<file path="config.mk">
export PLATFORM = sky130hd
export DESIGN_NAME = abrl_ctrl
export DESIGN_NICKNAME = d
export VERILOG_FILES = /design/src/hdl/abrl_pkg.sv /design/src/hdl/abrl_ctrl.sv
export SDC_FILE = /design/constraint.sdc
export NUM_CORES = 1
export LEC_CHECK = 0
export BUFFER_PORTS_ARGS = -buffer_cell sky130_fd_sc_hd__buf_2
export CAP_MARGIN = 20
export CELL_PAD_IN_SITES_DETAIL_PLACEMENT = 0
export CELL_PAD_IN_SITES_GLOBAL_PLACEMENT = 1
export CORE_UTILIZATION = 34
export DETAILED_ROUTE_END_ITERATION = 6
export PLACE_DENSITY = 0.92
export SETUP_SLACK_MARGIN = 0.1
export SLEW_MARGIN = 20
export SYNTH_ARGS = -nofsm -noshare
export SYNTH_HDL_FRONTEND = slang
export SYNTH_SLANG_ARGS = --single-unit
</file>
<file path="constraint.sdc">
create_clock -name clk_i -period 4.4 [get_ports clk_i]
set_clock_uncertainty 0.15 [all_clocks]
set_input_delay 0.88 -clock clk_i [delete_from_list [all_inputs] [get_ports clk_i]]
set_output_delay 0.88 -clock clk_i [all_outputs]
set_load 0.02 [all_outputs]
</file>
<file path="src/hdl/abrl_pkg.sv">
// Shared types and constants for the address blocklist rate limiter.
package abrl_pkg;

  localparam int MIN_SLOTS     = 5;
  localparam int FIVE_SLOTS    = 12;
  localparam int QUARTER_SLOTS = 3;
  localparam int NUM_SLOTS     = MIN_SLOTS + FIVE_SLOTS;
  localparam int SLOT_IDX_W    = 5;
  localparam int REQ_W         = 3;
  localparam int ADDR_W        = 32;
  localparam int STAT_W        = 4;
  localparam int LIM_W         = 20;
  localparam int SIZE_W        = 7;
  localparam int CFG_IDX_W     = 3;
  localparam logic [LIM_W-1:0] HIT_MAX = '1;

  typedef enum logic [REQ_W-1:0] {
    REQ_TEST, REQ_ADD, REQ_DEL, REQ_QUERY, REQ_TICK, REQ_RST_ALL, REQ_RST_CNT, REQ_RST_BLK
  } req_e;

  typedef enum logic [STAT_W-1:0] {
    ST_OK, ST_BAD_ADDR, ST_BLOCKED, ST_LIM1, ST_LIM5, ST_LIM15, ST_LIM60, ST_FULL, ST_DONE
  } stat_e;

  typedef enum logic [CFG_IDX_W-1:0] {
    CFG_BLK_EN, CFG_LIM_EN, CFG_LIM1, CFG_LIM5, CFG_LIM15, CFG_LIM60
  } cfg_e;

  typedef enum logic [3:0] {
    S_IDLE, S_DISPATCH, S_BSCAN, S_BACT, S_TSCAN, S_TROW, S_TEVAL, S_SUM, S_CHECK,
    S_TICK, S_RESP
  } state_e;

  typedef struct packed {
    logic in_ready;
    logic bad;
    logic clear;
    logic bscan_start;
    logic bscan;
    logic bact;
    logic tscan_start;
    logic tscan;
    logic trow;
    logic teval;
    logic sum;
    logic check;
    logic tick_adv;
    logic load_out;
  } cmd_t;

  typedef struct packed {
    logic in_valid;
    req_e req_type;
    logic bad;
    logic bscan_done;
    logic tscan_done;
    logic counting;
    logic sum_done;
    logic out_free;
  } status_t;

endpackage

</file>
<file path="src/hdl/abrl_ctrl.sv">
// Request sequencer state machine.
module abrl_ctrl import abrl_pkg::*; (
  input  logic    clk_i,
  input  logic    rst_ni,
  input  status_t st_i,
  output cmd_t    cmd_o
);

  state_e state_q, state_d;

  always_ff @(posedge clk_i or negedge rst_ni) begin
    if (!rst_ni) begin
      state_q <= S_IDLE;
    end else begin
      state_q <= state_d;
    end
  end

  always_comb begin
    state_d = state_q;
    case (state_q)
      S_IDLE: begin
        if (st_i.in_valid) state_d = S_DISPATCH;
      end
      S_DISPATCH: begin
        if (st_i.bad) begin
          state_d = S_RESP;
        end else if (st_i.req_type == REQ_TICK) begin
          state_d = S_TICK;
        end else if (st_i.req_type == REQ_RST_ALL || st_i.req_type == REQ_RST_CNT ||
                     st_i.req_type == REQ_RST_BLK) begin
          state_d = S_RESP;
        end else begin
          state_d = S_BSCAN;
        end
      end
      S_BSCAN: begin
        if (st_i.bscan_done) state_d = (st_i.req_type == REQ_TEST) ? S_TSCAN : S_BACT;
      end
      S_BACT:  state_d = S_RESP;
      S_TSCAN: begin
        if (st_i.tscan_done) state_d = (st_i.req_type == REQ_TICK) ? S_RESP : S_TROW;
      end
      S_TROW:  state_d = S_TEVAL;
      S_TEVAL: state_d = st_i.counting ? S_SUM : S_RESP;
      S_SUM: begin
        if (st_i.sum_done) state_d = S_CHECK;
      end
      S_CHECK: state_d = S_RESP;
      S_TICK:  state_d = S_TSCAN;
      S_RESP: begin
        if (st_i.out_free) state_d = S_IDLE;
      end
      default: state_d = S_IDLE;
    endcase
  end

  always_comb begin
    cmd_o = '0;
    case (state_q)
      S_IDLE:     cmd_o.in_ready = 1'b1;
      S_DISPATCH: begin
        cmd_o.bad = st_i.bad;
        cmd_o.bscan_start = !st_i.bad && (st_i.req_type == REQ_TEST ||
          st_i.req_type == REQ_ADD || st_i.req_type == REQ_DEL ||
          st_i.req_type == REQ_QUERY);
        cmd_o.clear = !st_i.bad && (st_i.req_type == REQ_RST_ALL ||
          st_i.req_type == REQ_RST_CNT || st_i.req_type == REQ_RST_BLK);
      end
      S_BSCAN: begin
        cmd_o.bscan = 1'b1;
        cmd_o.tscan_start = st_i.bscan_done && (st_i.req_type == REQ_TEST);
      end
      S_BACT:  cmd_o.bact = 1'b1;
      S_TSCAN: cmd_o.tscan = 1'b1;
      S_TROW:  cmd_o.trow = 1'b1;
      S_TEVAL: cmd_o.teval = 1'b1;
      S_SUM:   cmd_o.sum = 1'b1;
      S_CHECK: cmd_o.check = 1'b1;
      S_TICK: begin
        cmd_o.tick_adv = 1'b1;
        cmd_o.tscan_start = 1'b1;
      end
      S_RESP:  cmd_o.load_out = st_i.out_free;
      default: cmd_o = '0;
    endcase
  end

endmodule

</file>
==> results of run 1 <==
==> area by class of cell <==
cell class | instances | area [µm²]
fillers | 166 | 852
flip-flops and latches | 4 | 100
inverters | 3 | 11.3
well taps | 16 | 20.0
repair buffers | 25 | 125
multi-input cells | 64 | 445
clock buffers | 3 | 22.5
==> placed cells by master, fill, tap and decap left out, types with 3 or more instances in the layout <==
cell type	n
and3_1	3
nor4b_2	4
dfrtp_1	4
nor3_1	9
nor2_1	9
nand2_1	3
buf_2	25
o21ai_1	3
nand2b_1	3
clkbuf_4	3
==> cell families after synthesis <==
kind of cell / synth area share
AND/OR/NAND/NOR: 0.459
AO/OA/AOI/OAI: 0.280
buffers and inverters: 0.0954
flip-flops: 0.166
==> per-stage QoR <==
step           setup slack (ns)  instance area [µm²]  total power [mW]
6_report                   1.51                  724             0.443
5_1_grt                    1.38                  724             0.483
4_1_cts                    1.51                  724             0.443
3_5_place_dp               1.71                  702             0.395
3_3_place_gp               1.72                  702             0.391
2_1_floorplan              1.85                  603             0.352
==> per-layer routing <==
| metal | vias to the layer above | GRT usage | wire length [µm] |
|---|---|---|---|
| met5 | - | 0 | 0 |
| met3 | 2 | 0.0245 | 96 |
| met4 | 0 | 0.0424 | 11 |
| met2 | 24 | 0.253 | 661 |
| met1 | 310 | 0.234 | 744 |
| li1 | 340 | - | - |
==> worst paths after layout <==
| check | startpoint | end | slack (ns) | cells past startpoint |
|---|---|---|---|---|
| max | state_q[1] | cmd_o[7] | 1.51 | 4 |
| min | rst_ni | state_q[1] | 0.29 | 1 |
| max reg2reg | state_q[1] | state_q[3] | 2.55 | 4 |
| min reg2reg | state_q[0] | state_q[0] | 0.74 | 2 |
| max in group asynchronous | rst_ni | state_q[2] | 3.69 | 1 |
| min in group clk_i | st_i[1] | state_q[0] | 0.71 | 2 |
==> power by group <==
part           internal, mW  total, mW  switching, mW
sequential           0.0519      0.118         0.0663
clock                0.0305     0.0447         0.0142
combinational         0.124      0.281          0.157
total                 0.206      0.443          0.237
==> results.toml, run 1 <==
[status]
status = "complete, no violations"

[timing]
finalMaxSlewViolations = 0
worst_pin_slew_ns = 0.648
rsz0062_at_grt = "false"
finalCritPeriodShare = 0.656
max_freq_ghz = 0.346
max_slew_margin = 0.568
whs_ns = 0.289
fin_crit_ns = 2.89
setup_viol = 0
hold_viol = 0
tns_ns = 0

[route]
drc = 0
dr_total_vias = 676
vias_per_cell = 5.88
drt.antenna.violating_nets = 0
drt_iter0_drc = 17
routed_wl_um = 1510
post_drt_wl_per_cell_um = 13.2
drt_first_pass_iters = 6

[setup_path]
cp_slowest_stage_delay_ns = 0.75
endpoint_kind = "primary output"
path_cells = "nor4b_2 > and3b_2 > a21o_1 > buf_2"
path_buf_inv = 1
worstPathArrival_ns = 1.86
critPathLaunchType = "flip-flop"
critPathMaxFanout = 22
critPathTopFamily = "flip-flops"
critPathKind = "flip-flop to primary output"
critPathRequiredTime_ns = 3.37
critPathSlowestCell = "dfrtp_1"

[clock_network]
cts_hold_buf = 0
cts_root_buffer = "clkbuf_4"
clock_sinks = 4
cts_resized = 0
clockBufferDepth = 2
clk_pin_slew_worst_paths_ns = 0.04
h-tree-depth = 1
clock_latency_ns = 0.23
cts_buffers = 3
post_cts_buffers = 0
cts_tree = "built"

[logic_synthesis]
ys_warn_count = 0
synth_commonest_cells = "nor2_1, nor3_1, dfrtp_1, nor4b_2"
synth_top_area_cell = "dfrtp_1"
synth.area.top_cells = "dfrtp_1, nor4b_2, nor3_1"
synthCells = 76
seq_area_frac_synth = 0.166
syn_avg_cell_area_um2 = 7.94
synth_fp_nets = 88
synth_edf_count = 0
yosysTopAreaCellShare = 0.166
synth_flop_cell = "dfrtp_1"
synth.distinct_cells = 37
synth_seq_cells = 4
synthesis.area_um2 = 603
ys_async_sr_fraction = 1.00

[finish]
nets = 113
layout-drive-gt1-share = 0.394
finish.utilization = 0.460
area_growth_pct = 20.1
fin_cells = 115
largest_reg_flops = 4
top_register = "state_q"
antenna-diode-count = 0
top_regs = "state_q: 4 flops"

[floorplanning]
die_w_um = 44.1
die_h_um = 44.1
io_pins = 26
start_util = 0.383
die_area_um2 = 1950
rows = 14
coreArea_um2 = 1580

[global_routing]
grt_max_degree = 23
grt_pass1_wl_um = 2420
antenna_found_initial = 0
gr-total-overflow = 0
grt_pass1_vias = 568
track_usage = 0.162

[placed_design]
port_buffers = 25
placed_cells_incl_taps = 112
gp_congestion = 0.796
hpwlAfterDp_um = 1160

[power]
leakage_nw = 0.364
max-vdd-ir-drop_mv = 0.263
power_density_nw_per_um2 = 612

[min_path]
hp-class = "input pin to async pin"

[job]
drv_cap = 0
Note: power is estimated with default switching activity, not from simulation.
==> run 2: changes to the inputs <==
--- a/config.mk
+++ b/config.mk
@@ -9,9 +9,9 @@
 export CAP_MARGIN = 20
 export CELL_PAD_IN_SITES_DETAIL_PLACEMENT = 0
 export CELL_PAD_IN_SITES_GLOBAL_PLACEMENT = 1
-export CORE_UTILIZATION = 34
+export CORE_UTILIZATION = 32
 export DETAILED_ROUTE_END_ITERATION = 6
-export PLACE_DENSITY = 0.92
+export PLACE_DENSITY = 0.88
 export SETUP_SLACK_MARGIN = 0.1
 export SLEW_MARGIN = 20
 export SYNTH_ARGS = -nofsm -noshare
==> constraint.sdc (replaced) <==
create_clock -name clk_i -period 3 [get_ports clk_i]
set_clock_uncertainty 0.15 [all_clocks]
set_input_delay 0.6 -clock clk_i [delete_from_list [all_inputs] [get_ports clk_i]]
set_output_delay 0.6 -clock clk_i [all_outputs]
set_load 0.02 [all_outputs]
==> run 2 against run 1 <==
  * Critical path depth unchanged
  * Hold slack got worse by 0.27 ns
  * Global-route usage decreased by 0.098 points
  * Via count decreased by 1.3%
  * Sequential share of layout area decreased by 0.35 points
  * Sequential power increased by 17%
==> results.toml, run 2 (synthesis gave the netlist of run 1 again) <==
[finish]
antenna-diode-count = 0
final_area_um2 = 743
nets = 114
area_growth_pct = 23.2
top_regs = "state_q: 4 flops"
top_register = "state_q"
multi_input_area_um2 = 445
final_cell_mix = "buf_2, nor2_1, nor3_1"
seq_area_um2 = 100
layout-drive-gt1-share = 0.400
largest_reg_flops = 4
layout_commonest_cell = "buf_2"
fillCellCount = 196
fin_cells = 125

[floorplanning]
rows = 15
io_pins = 26
die_w_um = 45.4
die_h_um = 45.4
die_area_um2 = 2060
coreArea_um2 = 1750
start_util = 0.346

[timing]
rsz0062_at_grt = "false"
finalWorstSetupSlack_ns = 0.551
worst_pin_slew_ns = 0.507
max_freq_ghz = 0.408
hold_viol = 0
setup_viol = 0
max_slew_margin = 0.662
fin_crit_ns = 2.45
tns_ns = 0
finalCritPeriodShare = 0.816
finalMaxSlewViolations = 0

[clock_network]
cts_root_buffer = "clkbuf_4"
cts_resized = 0
cts_hold_buf = 0
cts_tree = "built"
clock_sinks = 4
clock_latency_ns = 0.23
clockBufferDepth = 2
cts_buffers = 3
h-tree-depth = 1
post_cts_buffers = 0
clk_pin_slew_worst_paths_ns = 0.04

[setup_path]
critPathSlowestCell = "dfrtp_1"
rr_endpoint = "state_q[2]"
r2r-start = "state_q[2]"
worstRegToRegCells = 4
endpoint_kind = "primary output"
critPathLaunchType = "flip-flop"
critPathMaxFanout = 15
cp-startpoint = "state_q[0]"
critPathRequiredTime_ns = 2.25
critPathKind = "flip-flop to primary output"
worstPathArrival_ns = 1.70
cp_slowest_stage_delay_ns = 0.55
path_cells = "nor4b_2 > and3b_2 > a21o_1 > buf_2"
r2r_slack_ns = 1.19

[route]
drt_first_pass_iters = 4
routed_wl_um = 1530
dr_total_vias = 667
drt_iter0_drc = 28
post_drt_wl_per_cell_um = 12.2
drc = 0
drt.antenna.violating_nets = 0
vias_per_cell = 5.34

[power]
max-vdd-ir-drop_mv = 0.335
leakage_nw = 0.369
power_density_nw_per_um2 = 880

[global_routing]
gr-total-overflow = 0
track_usage = 0.161
grt_pass1_wl_um = 2420
antenna_found_initial = 0
grt_pass1_vias = 559
grt_max_degree = 22

[placed_design]
port_buffers = 25
dpl_cell_area_um2 = 721
pre_cts_slack_ns = 0.781
placed_cells_incl_taps = 122
gp_congestion = 0.757
hpwlAfterDp_um = 1200

[job]
drv_cap = 0

[min_path]
hp-class = "input pin to async pin"

[status]
status = "complete, no violations"
## run 2: cell count changes in the layout (fill, tap and decap cells not counted)
| cell | delta |
|---|---|
| buf_4 | +1 |
## run 2: metal layers
metal  up-vias  part of all wire  global-route usage
li1        345                 -                   -
met1       298              0.49               0.240
met2        22              0.46               0.223
met3         2             0.033              0.0278
met4         0             0.012              0.0727
met5         -                 0                   0
## run 2: area by class of cell
class / count / share of cell area
multi-input combinational: 64 / 0.599
timing repair buffer: 26 / 0.178
sequential: 4 / 0.135
tap: 25 / 0.0421
clock buffer: 3 / 0.0303
inverter: 3 / 0.0152
## run 2: worst max path at each step
stage	to	depth (start not counted)
6_report	cmd_o[7]	4
5_1_grt	cmd_o[7]	4
4_1_cts	cmd_o[7]	4
3_5_place_dp	cmd_o[7]	4
3_3_place_gp	cmd_o[7]	4
2_1_floorplan	cmd_o[7]	3
## run 2: through the flow
step           utilization  power (mW)  hold slack, ns
2_1_floorplan            -       0.516           0.154
3_3_place_gp         0.413       0.585           0.254
3_5_place_dp         0.413       0.591           0.256
4_1_cts              0.426       0.658          0.0125
5_1_grt              0.426       0.717          0.0172
6_report             0.426       0.654          0.0166
## run 2: worst max-delay path: cells and delay by family (launching register included)
family,cells,cell delay (ns)
and+or+nand+nor,2,0.67
DFF,1,0.55
buffers and inverters,1,0.15
AOI/OAI and AO/OA,1,0.11
## run 2: power by group
group          internal [mW]  switching [mW]
Combinational          0.190           0.263
Sequential            0.0768          0.0609
Clock                 0.0445          0.0182
Total                  0.311           0.342
==> run 3: changes to the inputs <==
--- a/config.mk
+++ b/config.mk
@@ -9,9 +9,9 @@
 export CAP_MARGIN = 20
 export CELL_PAD_IN_SITES_DETAIL_PLACEMENT = 0
 export CELL_PAD_IN_SITES_GLOBAL_PLACEMENT = 1
-export CORE_UTILIZATION = 32
+export CORE_UTILIZATION = 29
 export DETAILED_ROUTE_END_ITERATION = 6
-export PLACE_DENSITY = 0.88
+export PLACE_DENSITY = 0.85
 export SETUP_SLACK_MARGIN = 0.1
 export SLEW_MARGIN = 20
 export SYNTH_ARGS = -nofsm -noshare
==> constraint.sdc (replaced) <==
create_clock -name clk_i -period 1.95 [get_ports clk_i]
set_clock_uncertainty 0.15 [all_clocks]
set_input_delay 0.39 -clock clk_i [delete_from_list [all_inputs] [get_ports clk_i]]
set_output_delay 0.39 -clock clk_i [all_outputs]
set_load 0.02 [all_outputs]
==> run 3 against run 2 <==
  * The flow now finishes with violations (negative setup slack)
  * Setup slack worse by 0.60 ns
  * Clock-buffer cell count stayed put
  * Sequential cell count stayed put
  * Routed wire length is 43% higher
  * Utilization is 10 points higher
  * Hold slack better by 0.20 ns
  * Clock power is 77% higher
  * Critical path type unchanged
  * Critical endpoint unchanged
  * Largest cell class unchanged
  * Largest power group unchanged
  * Highest routed layer unchanged
==> results.toml, run 3 (synthesis gave the netlist of run 1 again) <==
[finish]
top_register = "state_q"
nets = 135
final_cell_mix = "buf_2, buf_4, nor3_1"
area_growth_pct = 72.2
layout-drive-gt1-share = 0.595
fin_cells = 148
antenna-diode-count = 0
top_regs = "state_q: 4 flops"
largest_reg_flops = 4
final_area_um2 = 1040
layout_commonest_cell = "buf_2"

[timing]
finalMaxSlewViolations = 0
setup_viol = 1
tns_ns = -0.0505
finalCritPeriodShare = 1.03
whs_ns = 0.221
max_slew_margin = 0.755
fin_crit_ns = 2.00
max_freq_ghz = 0.500
hold_viol = 0
rsz0062_at_grt = "true"
finalWorstSetupSlack_ns = -0.0505
worst_pin_slew_ns = 0.367

[clock_network]
cts_tree = "built"
cts_root_buffer = "clkbuf_4"
clk_pin_slew_worst_paths_ns = 0.04
cts_buffers = 3
clockBufferDepth = 2
h-tree-depth = 1
clock_latency_ns = 0.25
clock_sinks = 4

[global_routing]
antenna_found_initial = 0
track_usage = 0.172
gr-total-overflow = 0
grt_pass1_wl_um = 2750
grt_max_degree = 14
grt_pass1_vias = 653

[min_path]
hp-class = "input pin to flip-flop"

[route]
drt.antenna.violating_nets = 0
post_drt_wl_per_cell_um = 14.8
drt_first_pass_iters = 4
drt_iter0_drc = 33
vias_per_cell = 5.45
dr_total_vias = 806
drc = 0
routed_wl_um = 2190

[power]
power_mw = 1.56
power_density_nw_per_um2 = 1500
max-vdd-ir-drop_mv = 0.513
leakage_nw = 0.497

[status]
violations = "negative setup slack"
status = "finished with violations"

[setup_path]
critPathKind = "flip-flop to primary output"
critPathLaunchType = "flip-flop"
critPathMaxFanout = 7
endpoint_kind = "primary output"
path_cells = "nor4b_4 > and3b_2 > a21o_1 > buf_6"
critPathRequiredTime_ns = 1.41
path_buf_inv = 1
cp_slowest_stage_delay_ns = 0.46
critPathSlowestCell = "dfrtp_2"
worstPathArrival_ns = 1.46
critPathTopFamily = "simple AND/OR/NAND/NOR gates"

[placed_design]
dpl_cell_area_um2 = 791
hpwlAfterDp_um = 1410
port_buffers = 25
gp_congestion = 0.796
placed_cells_incl_taps = 131

[floorplanning]
die_w_um = 47.6
die_h_um = 47.6
io_pins = 26
rows = 16
die_area_um2 = 2270
coreArea_um2 = 1960
start_util = 0.307

[job]
drv_cap = 0
[run 3: cell count changes in the layout (fill, tap and decap cells not counted), sizes merged]
cell and delta:
buf +19, clkbuf +1, dlygate4sd3 +1
[run 3: final timing paths]
check	startpoint	endpoint	slack, ns	cells past startpoint
max	state_q[0]	cmd_o[7]	-0.05	4
min	st_i[1]	state_q[0]	0.22	2
max reg2reg	state_q[1]	state_q[0]	0.16	6
min reg2reg	state_q[2]	state_q[3]	0.65	4
max in group asynchronous	rst_ni	state_q[2]	1.18	2
min in group asynchronous	rst_ni	state_q[3]	0.33	2
[run 3: layer usage]
layer / global-route usage / vias to the layer above / share of wire
met1: 0.208 / 388 / 0.39
met3: 0 / 4 / 0.043
li1: - / 384 / -
met5: 0 / - / 0
met2: 0.315 / 30 / 0.54
met4: 0.0833 / 0 / 0.019
[run 3: cell type report]
cell class,count,area [µm²]
Inverter,3,18.8
Clock buffer,3,22.5
Tap cell,27,33.8
Timing Repair Buffer,47,349
Fill cell,199,923
Sequential cell,4,105
Multi-Input combinational cell,64,509
[run 3: power by group]
part	internal [mW]	total [mW]	switching, mW	leakage, nW
Sequential	0.126	0.212	0.0856	0.0458
Combinational	0.639	1.24	0.600	0.437
Clock	0.0693	0.111	0.0415	0.0138
[run 3: timing repair]
item                                   4_1_cts  5_1_grt
pin swaps                                    3        2
setup buffers                                7        4
setup endpoints to repair                   13       13
endpoints found under the hold margin        4        0
gates cloned                                 0        2
hold buffers                                 1        0
resized for setup                           11       20
[run 3: metrics by stage]
stage	setup WS, ns	utilization
2_1_floorplan	0.0514	-
5_1_grt	-0.102	0.529
6_report	-0.0505	0.529
3_5_place_dp	0.149	0.403
4_1_cts	-0.0186	0.460
3_3_place_gp	0.179	0.403
